File: config.mk
export PLATFORM = sky130hd
export DESIGN_NAME = pnm_sample_text_formatter
export DESIGN_NICKNAME = d
export VERILOG_FILES = /design/src/hw/rtl/pstf_pkg.sv /design/src/hw/rtl/pstf_cfg.sv /design/src/hw/rtl/pstf_conv.sv /design/src/hw/rtl/pstf_fmt.sv /design/src/hw/rtl/pnm_sample_text_formatter.sv
export SDC_FILE = /design/constraint.sdc
export NUM_CORES = 1
export LEC_CHECK = 0
export CORE_MARGIN = 1
export CORE_UTILIZATION = 39
export CTS_CLUSTER_SIZE = 24
export DETAILED_ROUTE_END_ITERATION = 6
export DONT_BUFFER_PORTS = 1
export HOLD_SLACK_MARGIN = 0.12
export PLACE_DENSITY = 0.59
export SYNTH_ARGS = -nofsm -noshare
export SYNTH_HDL_FRONTEND = slang
export SYNTH_SLANG_ARGS = --single-unit
File: constraint.sdc
create_clock -name i_clk -period 12 [get_ports i_clk]
set_input_delay 1.8 -clock i_clk [delete_from_list [all_inputs] [get_ports i_clk]]
set_output_delay 1.8 -clock i_clk [all_outputs]
set_load 0.01 [all_outputs]
File: src/hw/rtl/pstf_pkg.sv
// Shared types, constants and register codes of the PNM sample text formatter.
package pstf_pkg;

    // Samples per text line unless overridden at the top level
    localparam int SAMPLES_PER_LINE_DEF = 20;
    // Width of the line counter (covers up to 32 samples per line)
    localparam int CNT_W = 5;
    // Most bytes that one sample can produce
    localparam int MAX_BYTES = 7;
    localparam int BUF_CNT_W = $clog2(MAX_BYTES + 1);
    // Register address width: two 32-bit registers
    localparam int ADDR_W = 3;
    localparam int DATA_W = 32;

    // Characters
    localparam logic [7:0] CHAR_SPACE = 8'h20;
    localparam logic [7:0] CHAR_NL    = 8'h0A;
    localparam logic [7:0] CHAR_ZERO  = 8'h30;

    // Register indexes
    typedef enum logic {
        REG_ASCII_MODE   = 1'b0,
        REG_WIDE_SAMPLES = 1'b1
    } t_reg_idx;

    // Input word
    typedef struct packed {
        logic [15:0] sample;
        logic        frame_start;
    } t_in_word;

    // Output word
    typedef struct packed {
        logic [7:0] out_byte;
        logic       last_byte;
    } t_out_word;

    // Configuration register set
    typedef struct packed {
        logic ascii_mode;
        logic wide_samples;
    } t_cfg;

    // Sample split by 100, handed from the divider to the formatter
    typedef struct packed {
        logic [15:0] s;
        logic [9:0]  q;
        logic [6:0]  r;
        logic        nl;
    } t_dec_word;

endpackage

File: src/hw/rtl/pstf_cfg.sv
// APB register file holding the output mode and sample width.
module pstf_cfg (
    input  logic                         i_clk,
    input  logic                         i_rst_n,
    input  logic                         psel,
    input  logic                         penable,
    input  logic                         pwrite,
    input  logic [pstf_pkg::ADDR_W-1:0]  paddr,
    input  logic [pstf_pkg::DATA_W-1:0]  pwdata,
    output logic [pstf_pkg::DATA_W-1:0]  prdata,
    output logic                         pready,
    output pstf_pkg::t_cfg               o_cfg
);

    pstf_pkg::t_cfg r_cfg;
    pstf_pkg::t_reg_idx reg_idx;

    assign reg_idx = pstf_pkg::t_reg_idx'(paddr[2]);
    assign pready  = 1'b1;
    assign o_cfg   = r_cfg;

    // Write a register on the access cycle
    always_ff @(posedge i_clk) begin
        if (!i_rst_n) begin
            r_cfg <= '0;
        end else if (psel && penable && pwrite) begin
            case (reg_idx)
                pstf_pkg::REG_ASCII_MODE:   r_cfg.ascii_mode   <= pwdata[0];
                pstf_pkg::REG_WIDE_SAMPLES: r_cfg.wide_samples <= pwdata[0];
                default: ;
            endcase
        end
    end

    // Read back
    always_comb begin
        prdata = '0;
        case (reg_idx)
            pstf_pkg::REG_ASCII_MODE:   prdata[0] = r_cfg.ascii_mode;
            pstf_pkg::REG_WIDE_SAMPLES: prdata[0] = r_cfg.wide_samples;
            default:                    prdata    = '0;
        endcase
    end

endmodule

File: src/hw/rtl/pstf_conv.sv
// Input register, line counter and divide-by-100 stage.
module pstf_conv #(
    parameter int SAMPLES_PER_LINE = pstf_pkg::SAMPLES_PER_LINE_DEF
) (
    input  logic                 i_clk,
    input  logic                 i_rst_n,
    input  pstf_pkg::t_cfg       i_cfg,
    input  logic                 i_valid,
    output logic                 o_ready,
    input  pstf_pkg::t_in_word   i_data,
    output logic                 o_valid,
    input  logic                 i_ready,
    output pstf_pkg::t_dec_word  o_dec
);

    localparam logic [pstf_pkg::CNT_W:0] SPL = (pstf_pkg::CNT_W + 1)'(SAMPLES_PER_LINE);
    // ceil(2^19 / 100): estimate is exact or one too high over 16 bits
    localparam logic [28:0] RECIP = 29'd5243;

    logic                        r_s1_v;
    logic [15:0]                 r_s1_s;
    logic                        r_s1_nl;
    logic                        r_s2_v;
    pstf_pkg::t_dec_word         r_s2;
    logic [pstf_pkg::CNT_W-1:0]  r_count;

    logic                        accept;
    logic                        s2_free;
    logic [pstf_pkg::CNT_W-1:0]  cnt_base;
    logic [pstf_pkg::CNT_W:0]    cnt_inc;
    logic                        nl;
    logic [pstf_pkg::CNT_W-1:0]  n_count;
    logic [15:0]                 s_masked;
    logic [28:0]                 prod;
    logic [9:0]                  q_est;
    logic [16:0]                 p_est;
    logic [16:0]                 rem_est;
    logic                        over;
    pstf_pkg::t_dec_word         n_s2;

    assign s2_free = !r_s2_v || i_ready;
    assign o_ready = !r_s1_v || s2_free;
    assign accept  = i_valid && o_ready;
    assign o_valid = r_s2_v;
    assign o_dec   = r_s2;

    // Advance the line counter; wrap with a newline at the line length
    always_comb begin
        cnt_base = i_data.frame_start ? '0 : r_count;
        cnt_inc  = {1'b0, cnt_base} + 1'b1;
        nl       = (cnt_inc >= SPL);
        n_count  = nl ? '0 : cnt_inc[pstf_pkg::CNT_W-1:0];
        s_masked = i_cfg.wide_samples ? i_data.sample : {8'h00, i_data.sample[7:0]};
    end

    // Split the sample into quotient and remainder by 100
    always_comb begin
        prod    = 29'(r_s1_s) * RECIP;
        q_est   = prod[28:19];
        p_est   = {1'b0, q_est, 6'b0} + {2'b0, q_est, 5'b0} + {5'b0, q_est, 2'b0};
        over    = p_est > {1'b0, r_s1_s};
        rem_est = {1'b0, r_s1_s} - p_est;
        n_s2.s  = r_s1_s;
        n_s2.nl = r_s1_nl;
        n_s2.q  = over ? q_est - 10'd1 : q_est;
        n_s2.r  = over ? 7'(rem_est + 17'd100) : rem_est[6:0];
    end

    // Hold control state
    always_ff @(posedge i_clk) begin
        if (!i_rst_n) begin
            r_s1_v  <= 1'b0;
            r_s2_v  <= 1'b0;
            r_count <= '0;
        end else begin
            if (o_ready) begin
                r_s1_v <= i_valid;
            end
            if (s2_free) begin
                r_s2_v <= r_s1_v;
            end
            if (accept) begin
                r_count <= n_count;
            end
        end
    end

    // Load payload
    always_ff @(posedge i_clk) begin
        if (accept) begin
            r_s1_s  <= s_masked;
            r_s1_nl <= nl;
        end
        if (s2_free && r_s1_v) begin
            r_s2 <= n_s2;
        end
    end

    a_count_range: assert property (@(posedge i_clk) disable iff (!i_rst_n)
        {1'b0, r_count} < SPL)
        else $error("line counter out of range");

    a_frame_restart: assert property (@(posedge i_clk) disable iff (!i_rst_n)
        accept && i_data.frame_start |=> r_count <= pstf_pkg::CNT_W'(1))
        else $error("frame start did not restart the line");

    a_remainder: assert property (@(posedge i_clk) disable iff (!i_rst_n)
        r_s2_v |-> (r_s2.r < 7'd100) && (r_s2.q < 10'd656))
        else $error("divide by 100 out of range");

endmodule

File: src/hw/rtl/pstf_fmt.sv
// Digit extraction, byte assembly and a byte buffer sending one byte per cycle while i_ready is high.
module pstf_fmt (
    input  logic                 i_clk,
    input  logic                 i_rst_n,
    input  pstf_pkg::t_cfg       i_cfg,
    input  logic                 i_valid,
    output logic                 o_ready,
    input  pstf_pkg::t_dec_word  i_dec,
    output logic                 o_valid,
    input  logic                 i_ready,
    output pstf_pkg::t_out_word  o_data
);

    localparam int MB = pstf_pkg::MAX_BYTES;
    localparam int CW = pstf_pkg::BUF_CNT_W;

    localparam logic [1:0] MODE_RAW_NARROW   = 2'b00;
    localparam logic [1:0] MODE_RAW_WIDE     = 2'b01;
    localparam logic [1:0] MODE_TEXT_NARROW  = 2'b10;
    localparam logic [1:0] MODE_TEXT_WIDE    = 2'b11;

    logic [CW-1:0] r_cnt;
    logic [7:0]    r_bytes [MB];

    logic [7:0]    n_bytes [MB];
    logic [CW-1:0] n_cnt;
    logic          load;
    logic          take;
    logic [3:0]    d4, d3, d2, d1, d0;
    logic [6:0]    hq;
    logic          blank4, blank3, blank2, blank1;
    logic [7:0]    c4, c3, c2, c1, c0;

    // Tens digit of a value below 100
    function automatic logic [3:0] tens_of(input logic [6:0] v);
        logic [14:0] p;
        p = 15'(v) * 15'd205;
        return p[14:11];
    endfunction

    // Ones digit of a value below 100
    function automatic logic [3:0] ones_of(input logic [6:0] v);
        logic [6:0] t;
        t = 7'(tens_of(v)) * 7'd10;
        return 4'(v - t);
    endfunction

    function automatic logic [7:0] to_char(input logic [3:0] d, input logic blank);
        return blank ? pstf_pkg::CHAR_SPACE : pstf_pkg::CHAR_ZERO + {4'b0, d};
    endfunction

    assign take    = (r_cnt != '0) && i_ready;
    assign o_ready = (r_cnt == '0) || ((r_cnt == CW'(1)) && i_ready);
    assign load    = i_valid && o_ready;
    assign o_valid = (r_cnt != '0);
    assign o_data.out_byte  = r_bytes[0];
    assign o_data.last_byte = (r_cnt == CW'(1));

    // Extract the five decimal digits and blank leading zeros
    always_comb begin
        if (i_dec.q >= 10'd600)      d4 = 4'd6;
        else if (i_dec.q >= 10'd500) d4 = 4'd5;
        else if (i_dec.q >= 10'd400) d4 = 4'd4;
        else if (i_dec.q >= 10'd300) d4 = 4'd3;
        else if (i_dec.q >= 10'd200) d4 = 4'd2;
        else if (i_dec.q >= 10'd100) d4 = 4'd1;
        else                         d4 = 4'd0;
        hq = 7'(i_dec.q - 10'(d4) * 10'd100);
        d3 = tens_of(hq);
        d2 = ones_of(hq);
        d1 = tens_of(i_dec.r);
        d0 = ones_of(i_dec.r);
        blank4 = (d4 == 4'd0);
        blank3 = blank4 && (d3 == 4'd0);
        blank2 = blank3 && (d2 == 4'd0);
        blank1 = blank2 && (d1 == 4'd0);
        c4 = to_char(d4, blank4);
        c3 = to_char(d3, blank3);
        c2 = to_char(d2, blank2);
        c1 = to_char(d1, blank1);
        c0 = to_char(d0, 1'b0);
    end

    // Assemble the bytes of one sample
    always_comb begin
        for (int k = 0; k < MB; k++) begin
            n_bytes[k] = pstf_pkg::CHAR_SPACE;
        end
        n_cnt = '0;
        case ({i_cfg.ascii_mode, i_cfg.wide_samples})
            MODE_TEXT_WIDE: begin
                n_bytes[0] = c4;
                n_bytes[1] = c3;
                n_bytes[2] = c2;
                n_bytes[3] = c1;
                n_bytes[4] = c0;
                n_bytes[6] = pstf_pkg::CHAR_NL;
                n_cnt      = i_dec.nl ? CW'(7) : CW'(6);
            end
            MODE_TEXT_NARROW: begin
                n_bytes[0] = c2;
                n_bytes[1] = c1;
                n_bytes[2] = c0;
                n_bytes[4] = pstf_pkg::CHAR_NL;
                n_cnt      = i_dec.nl ? CW'(5) : CW'(4);
            end
            MODE_RAW_WIDE: begin
                n_bytes[0] = i_dec.s[15:8];
                n_bytes[1] = i_dec.s[7:0];
                n_cnt      = CW'(2);
            end
            MODE_RAW_NARROW: begin
                n_bytes[0] = i_dec.s[7:0];
                n_cnt      = CW'(1);
            end
            default: begin
                n_cnt = '0;
            end
        endcase
    end

    // Hold the byte count
    always_ff @(posedge i_clk) begin
        if (!i_rst_n) begin
            r_cnt <= '0;
        end else if (load) begin
            r_cnt <= n_cnt;
        end else if (take) begin
            r_cnt <= r_cnt - 1'b1;
        end
    end

    // Load a new sample, or shift one byte out
    always_ff @(posedge i_clk) begin
        if (load) begin
            r_bytes <= n_bytes;
        end else if (take) begin
            for (int k = 0; k < MB - 1; k++) begin
                r_bytes[k] <= r_bytes[k + 1];
            end
        end
    end

    a_cnt_range: assert property (@(posedge i_clk) disable iff (!i_rst_n)
        r_cnt <= CW'(MB))
        else $error("byte count above maximum");

    a_text_len: assert property (@(posedge i_clk) disable iff (!i_rst_n)
        load && i_cfg.ascii_mode |=> r_cnt >= CW'(4))
        else $error("text sample shorter than four bytes");

    a_text_tail: assert property (@(posedge i_clk) disable iff (!i_rst_n)
        o_valid && o_data.last_byte && i_cfg.ascii_mode |->
        (r_bytes[0] == pstf_pkg::CHAR_SPACE || r_bytes[0] == pstf_pkg::CHAR_NL))
        else $error("text sample does not end in a separator");

    a_drain: assert property (@(posedge i_clk) disable iff (!i_rst_n)
        take && !load |=> r_cnt == $past(r_cnt) - CW'(1))
        else $error("byte count did not step down");

endmodule

File: src/hw/rtl/pnm_sample_text_formatter.sv
// Top level of the PNM sample formatter: text or raw body bytes, one per word.
// A sample passes the input register, the divide register and the byte buffer in turn.
// Throughput: one output byte per cycle while i_ready is high, set by the single-byte output port;
// a sample gives 1 (raw narrow), 2 (raw wide), 4-5 (text narrow) or 6-7 (text wide) bytes.
// A new sample is accepted every cycle in raw narrow mode while the output keeps up.
// Reset (synchronous, active low) clears both registers, the line counter and all valids.
module pnm_sample_text_formatter #(
    parameter int SAMPLES_PER_LINE = pstf_pkg::SAMPLES_PER_LINE_DEF
) (
    input  logic                         i_clk,
    input  logic                         i_rst_n,
    input  logic                         psel,
    input  logic                         penable,
    input  logic                         pwrite,
    input  logic [pstf_pkg::ADDR_W-1:0]  paddr,
    input  logic [pstf_pkg::DATA_W-1:0]  pwdata,
    output logic [pstf_pkg::DATA_W-1:0]  prdata,
    output logic                         pready,
    input  logic                         i_valid,
    output logic                         o_ready,
    input  pstf_pkg::t_in_word           i_data,
    output logic                         o_valid,
    input  logic                         i_ready,
    output pstf_pkg::t_out_word          o_data
);

    pstf_pkg::t_cfg      cfg;
    pstf_pkg::t_dec_word dec;
    logic                dec_valid;
    logic                dec_ready;

    pstf_cfg u_cfg (
        .i_clk   (i_clk),
        .i_rst_n (i_rst_n),
        .psel    (psel),
        .penable (penable),
        .pwrite  (pwrite),
        .paddr   (paddr),
        .pwdata  (pwdata),
        .prdata  (prdata),
        .pready  (pready),
        .o_cfg   (cfg)
    );

    pstf_conv #(
        .SAMPLES_PER_LINE (SAMPLES_PER_LINE)
    ) u_conv (
        .i_clk   (i_clk),
        .i_rst_n (i_rst_n),
        .i_cfg   (cfg),
        .i_valid (i_valid),
        .o_ready (o_ready),
        .i_data  (i_data),
        .o_valid (dec_valid),
        .i_ready (dec_ready),
        .o_dec   (dec)
    );

    pstf_fmt u_fmt (
        .i_clk   (i_clk),
        .i_rst_n (i_rst_n),
        .i_cfg   (cfg),
        .i_valid (dec_valid),
        .o_ready (dec_ready),
        .i_dec   (dec),
        .o_valid (o_valid),
        .i_ready (i_ready),
        .o_data  (o_data)
    );

endmodule
After elaboration in Yosys (flattened, before gate mapping)
Index checks and enable logic that the tools add are counted.
Widths: inputs -> output; s select.
{"block": "classes", "n_mul": 6, "bitwise": 1, "n_reduce_logical": 25, "magnitude_cmp": 8, "n_addsub": 15, "n_eq_ne": 4, "n_mux": 28}
{"cell": "$mux 48", "count": 2}
{"cell": "$mux 8", "count": 5}
{"cell": "$add 6x4->7 const A", "count": 5}
{"cell": "$pmux 8 s2", "count": 2}
{"cell": "$pmux 8 s4", "count": 1}
{"cell": "$ge 10x9->1 const B", "count": 3}
{"cell": "$mul 7x8->15 const B", "count": 2}
{"cell": "$mul 16x13->29 const B", "count": 1}
{"cell": "$pmux 8 s3", "count": 1}
{"cell": "$mux 4", "count": 5}
{"cell": "$add 16x15->17", "count": 1}
{"cell": "$add 17x12->17", "count": 1}
{"cell": "$gt 17x16->1", "count": 1}
{"cell": "$logic_not 4->1", "count": 4}
{"cell": "$sub 7x7->7", "count": 2}
{"cell": "$pmux 3 s4", "count": 1}
{"cell": "$ge 10x10->1 const B", "count": 1}
{"cell": "$ge 10x7->1 const B", "count": 1}
{"cell": "$ge 10x8->1 const B", "count": 1}
{"cell": "$logic_and 1x1->1", "count": 10}
{"cell": "$mux 10", "count": 1}
{"cell": "$mux 5", "count": 2}
{"cell": "$sub 10x1->10 const B", "count": 1}
{"cell": "$mul 4x3->3 const B", "count": 2}
{"cell": "other kinds (22)", "count": 31}
{"block": "totals", "reg_bits": 119, "wordCells": 107, "inputBits": 59, "out_inout_bits": 44}

Longest topological paths before layout
{"block": "depth", "depth_word": 18, "mapped_depth": 40, "mapped_depth_nobuf": 39}

Hierarchy
Synthesis repeated with hierarchy kept, for this count alone.
{"block": "hier_totals", "cells_unflattened": 1204, "hier_area_um2": 12358.1}
{"module": "pstf_conv", "cells_per_inst": 713, "n_inst": 1, "seq_area_each_um2": 1611.5, "area_per_inst_um2": 7488.4}
{"module": "pstf_fmt", "cells_per_inst": 447, "n_inst": 1, "seq_area_each_um2": 1181.1, "area_per_inst_um2": 4524.3}
{"module": "pstf_cfg", "cells_per_inst": 44, "n_inst": 1, "seq_area_each_um2": 40.0, "area_per_inst_um2": 345.3}

Worst setup path before layout
Ideal clock, no wire load.
{"block": "synth_path", "path_kind": "register -> register", "start": "reg u_conv.r_s1_s[9]", "end": "reg u_conv.r_s2 (netlist bit u_conv.o_dec[15]) (data pin)", "path_slack_ns": 3.386, "period_less_slack_ns": 8.614, "path_buffers": 1, "arrival_time_ns": 8.346, "setup_ns": 0.267, "required_time_ns": 11.733, "path_stages_with_launch": 37, "cell_sequence": "edfxtp_1 > ha_1 > inv_1 > fa_1 > fa_1 > inv_1 > fa_1 > fa_1 > ha_1 > o21ai_0 > nor2_1 > nor4_1 > a21oi_1 > a211oi_1 > o21bai_1 > xnor2_1 > fa_1 > inv_1 > ha_1 > a21o_1 > a21oi_1 > o21bai_1 > a21oi_1 > o21ai_0 > a21o_1 > a21oi_1 > xnor2_1 > ha_1 > nand3_1 > a21oi_1 > o21ai_0 > a41oi_1 > o31ai_1 > nand3_1 > clkbuf_1 > nand4_1 > xnor2_1"}
{"item": "start, declared", "line_no": "pstf_conv.sv:21", "text": "logic [15:0] r_s1_s;"}
{"item": "start signal, assigned", "line_no": "pstf_conv.sv:91", "text": "r_s1_s <= s_masked;"}
{"item": "end signal, assigned", "line_no": "pstf_conv.sv:95", "text": "r_s2 <= n_s2;"}
{"item": "end, declared", "line_no": "pstf_conv.sv:24", "text": "pstf_pkg::t_dec_word r_s2;"}

==> impl_metrics.toml <==
[outcome]
status = "finished, final reports clean"

[worst_setup_path]
crit_path_start = "u_conv.r_s1_s[9]"
rr_startpoint = "u_conv.r_s1_s[9]"
reg2reg_slack_ns = 1.98
cp.depth = 34
critPathSlowestCell = "xnor2_1"
cp_num_buf_inv = 3
path_class = "flip-flop to flip-flop"
cp_max_fo = 15
end_kind = "flip-flop"
rr_endpoint = "u_conv.o_dec[4]"
worstPathRequired_ns = 12.10
critical_path_arrival_ns = 10.12
r2r_cells = 34
worstSetupStartpointType = "flip-flop"
cp-endpoint = "u_conv.o_dec[4]"
crit_family = "adder cells"
max_stage_delay_ns = 0.73

[grt]
grt_pass1_vias = 8022
grt_usage_pct = 16.7
antenna_found_initial = 1
grt_max_degree = 35
grt-ovfl-total = 0
grt_pass1_wl_um = 41000

[yosys]
avgSynthCellArea_um2 = 10.2
synth_cell_types = 68
synth_most_common_cell = "ha_1"
yosys.area.top_type = "ha_1"
synth-async-reset-ratio_pct = 0
yosysSeqAreaShare_pct = 23.7
synth_top_flop_cell = "edfxtp_1"
yosys_register_bits = 99
synth-edff-count = 85
synthTopCellsByArea = "ha_1, edfxtp_1, fa_1"
yosysTopAreaCellShare_pct = 24.1
yosys-top-cells-count = "ha_1, inv_1, fa_1, edfxtp_1, nand2_1"
synthCells = 1165
yosysWarnings = 0
synth_area_um2 = 11900

[sta]
slew_headroom_pct = 39.1
fmax_mhz = 99.8
finalCritPeriodShare_pct = 83.5
worstMarginPinSlew_ns = 0.907
finalHoldViolations = 0
tns_ns = 0
clock-skew-final_ns = 0.0148
finalSetupViolCount = 0
rsz0062_at_grt = "false"
fin_crit_ns = 10.02
drv_slew = 0

[place]
hpwl_um = 20700
place_congestion = 0.828
portBuffers = 0

[route]
drt-total-wl_um = 24600
first_pass_iters = 5
route.detailed.drc = 0
antenna_left = 0
vias = 7769
first_iter_violations = 488
viasPerCell = 5.03
routedWlPerCell_um = 15.9

[min_path]
hold_class = "flip-flop to flip-flop"

[finish]
drive_above_1_share_pct = 3.98
syn2layout_area_growth_pct = 4.12
multi_input_area_um2 = 8000
fillCellCount = 2883
antenna_cells = 0
nets = 1540
seq_area_um2 = 2830

[clock_network]
cts_hold_buf = 0
clkSinkCount = 99
post_cts_buffers = 0
cts_root_buffer = "clkbuf_16"
cts_resized = 0
clk_pin_slew_worst_paths_ns = 0.08
cts-buffers-inserted = 9
htreeDepth = 3
cts_tree = "done"
cts.path.max_buffers = 2
clock_latency_ns = 0.35

[floorplanning]
initial_utilization_pct = 39.9
chipWidth_um = 177
coreArea_um2 = 29900
rows = 63
die_area_um2 = 31300
die_height_um = 177
num_io_pins = 103

[run]
maxCapViolations = 0
worst register-to-register path, delay by kind of cell (launching register included):
kind	cells	cell delay, ns
adders and majority gates	9	3.75
xor gates and xnor gates	2	0.87
DFF	1	0.61
muxes	1	0.46
buffers and inverters	3	0.23
AOI/OAI and AO/OA	15	2.76
and+or+nand+nor	4	1.11
sequential cells by signal (all words and copies together), names as in the netlist:
signal,flops
u_fmt.r_cnt,3
u_conv.r_s1_nl,1
u_conv.o_dec,32
u_fmt.r_bytes,30
u_conv.r_count,5
u_fmt.o_data,8
u_conv.r_s1_v,1
u_conv.r_s1_s,16
u_cfg.o_cfg,2
u_conv.o_valid,1
per-stage QoR:
stage | hold slack [ns] | util, % | setup slack, ns | area [um2] | std cells
final | 0.437 | 41.6 | 1.98 | 12400 | 1546
after global routing | 0.452 | 41.6 | 1.17 | 12400 | 1546
after CTS | 0.436 | 41.6 | 1.94 | 12400 | 1546
after detailed placement | 0.413 | 40.6 | 1.98 | 12100 | 1530
after global placement | 0.406 | 40.6 | 1.95 | 12100 | 1530
after floorplan | 0.400 | - | 3.39 | 12000 | 1195
cell families after synthesis:
group           count (synthesis)  synth area share [%]
compound gates                186                  10.6
xor+xnor                       52                  4.05
fa+ha+maj                     330                  40.9
buf+inv                       266                  10.2
flops                          99                  23.7
mux                            16                  1.39
other cells                     2                0.0629
simple gates                  214                  9.08
how the worst min path moves through the flow:
stage                     slack, ns              end  depth (start not counted)            from
after floorplan                0.40  u_conv.o_dec[0]                          0  u_conv.r_s1_nl
after global placement         0.41  u_conv.o_dec[0]                          0  u_conv.r_s1_nl
after detailed placement       0.41  u_conv.o_dec[0]                          0  u_conv.r_s1_nl
after CTS                      0.44  u_conv.o_dec[0]                          0  u_conv.r_s1_nl
after global routing           0.45  u_conv.o_dec[0]                          0  u_conv.r_s1_nl
final                          0.44  u_conv.o_dec[0]                          0  u_conv.r_s1_nl
routing by layer:
metal	global-route usage [%]	up-vias	wire length, um
li1	-	3901	-
met1	22.4	3744	11300
met2	29.2	105	12200
met3	1.29	17	683
met4	4.06	2	339
met5	0	-	13
cell usage in the layout (no fill, tap or decap), types with 5 or more instances in the layout:
cell type  synthesis  final
mux2i_1           11     11
nand3_1           29     29
and3_1             7      7
xor2_1            14     14
or2_2              7      7
buf_4             41      6
clkbuf_16          0      9
fa_1             100    100
a31oi_1            8      8
a211oi_1           9      9
nor3_1            16     16
a22oi_1            5      5
edfxtp_1          85     85
and2_1            15     15
conb_1             2     32
inv_1            204    204
a211o_1            6      6
a21oi_1           46     46
mux2_2             5      5
ha_1             230    230
o21ai_0           35     35
a21boi_0           6      6
nor2b_1           16     15
o211ai_1           7      7
dfxtp_1           14     14
o21bai_1           8      8
nand2_1           56     56
xnor2_1           36     36
o21a_1            10     10
a21o_1             9      9
nand4_1           11     11
nor2_1            34     34
area by class of cell:
cell class / count / area share, %
Clock buffer: 9 / 1.81
Inverter: 205 / 6.19
Tap cell: 390 / 3.93
Sequential cell: 99 / 22.8
Timing Repair Buffer: 6 / 0.363
Multi-Input combinational cell: 830 / 64.4
Clock inverter: 7 / 0.544
Power is not shown: default switching activity piles up to over one toggle a cycle in this logic, so the estimate is an artifact.
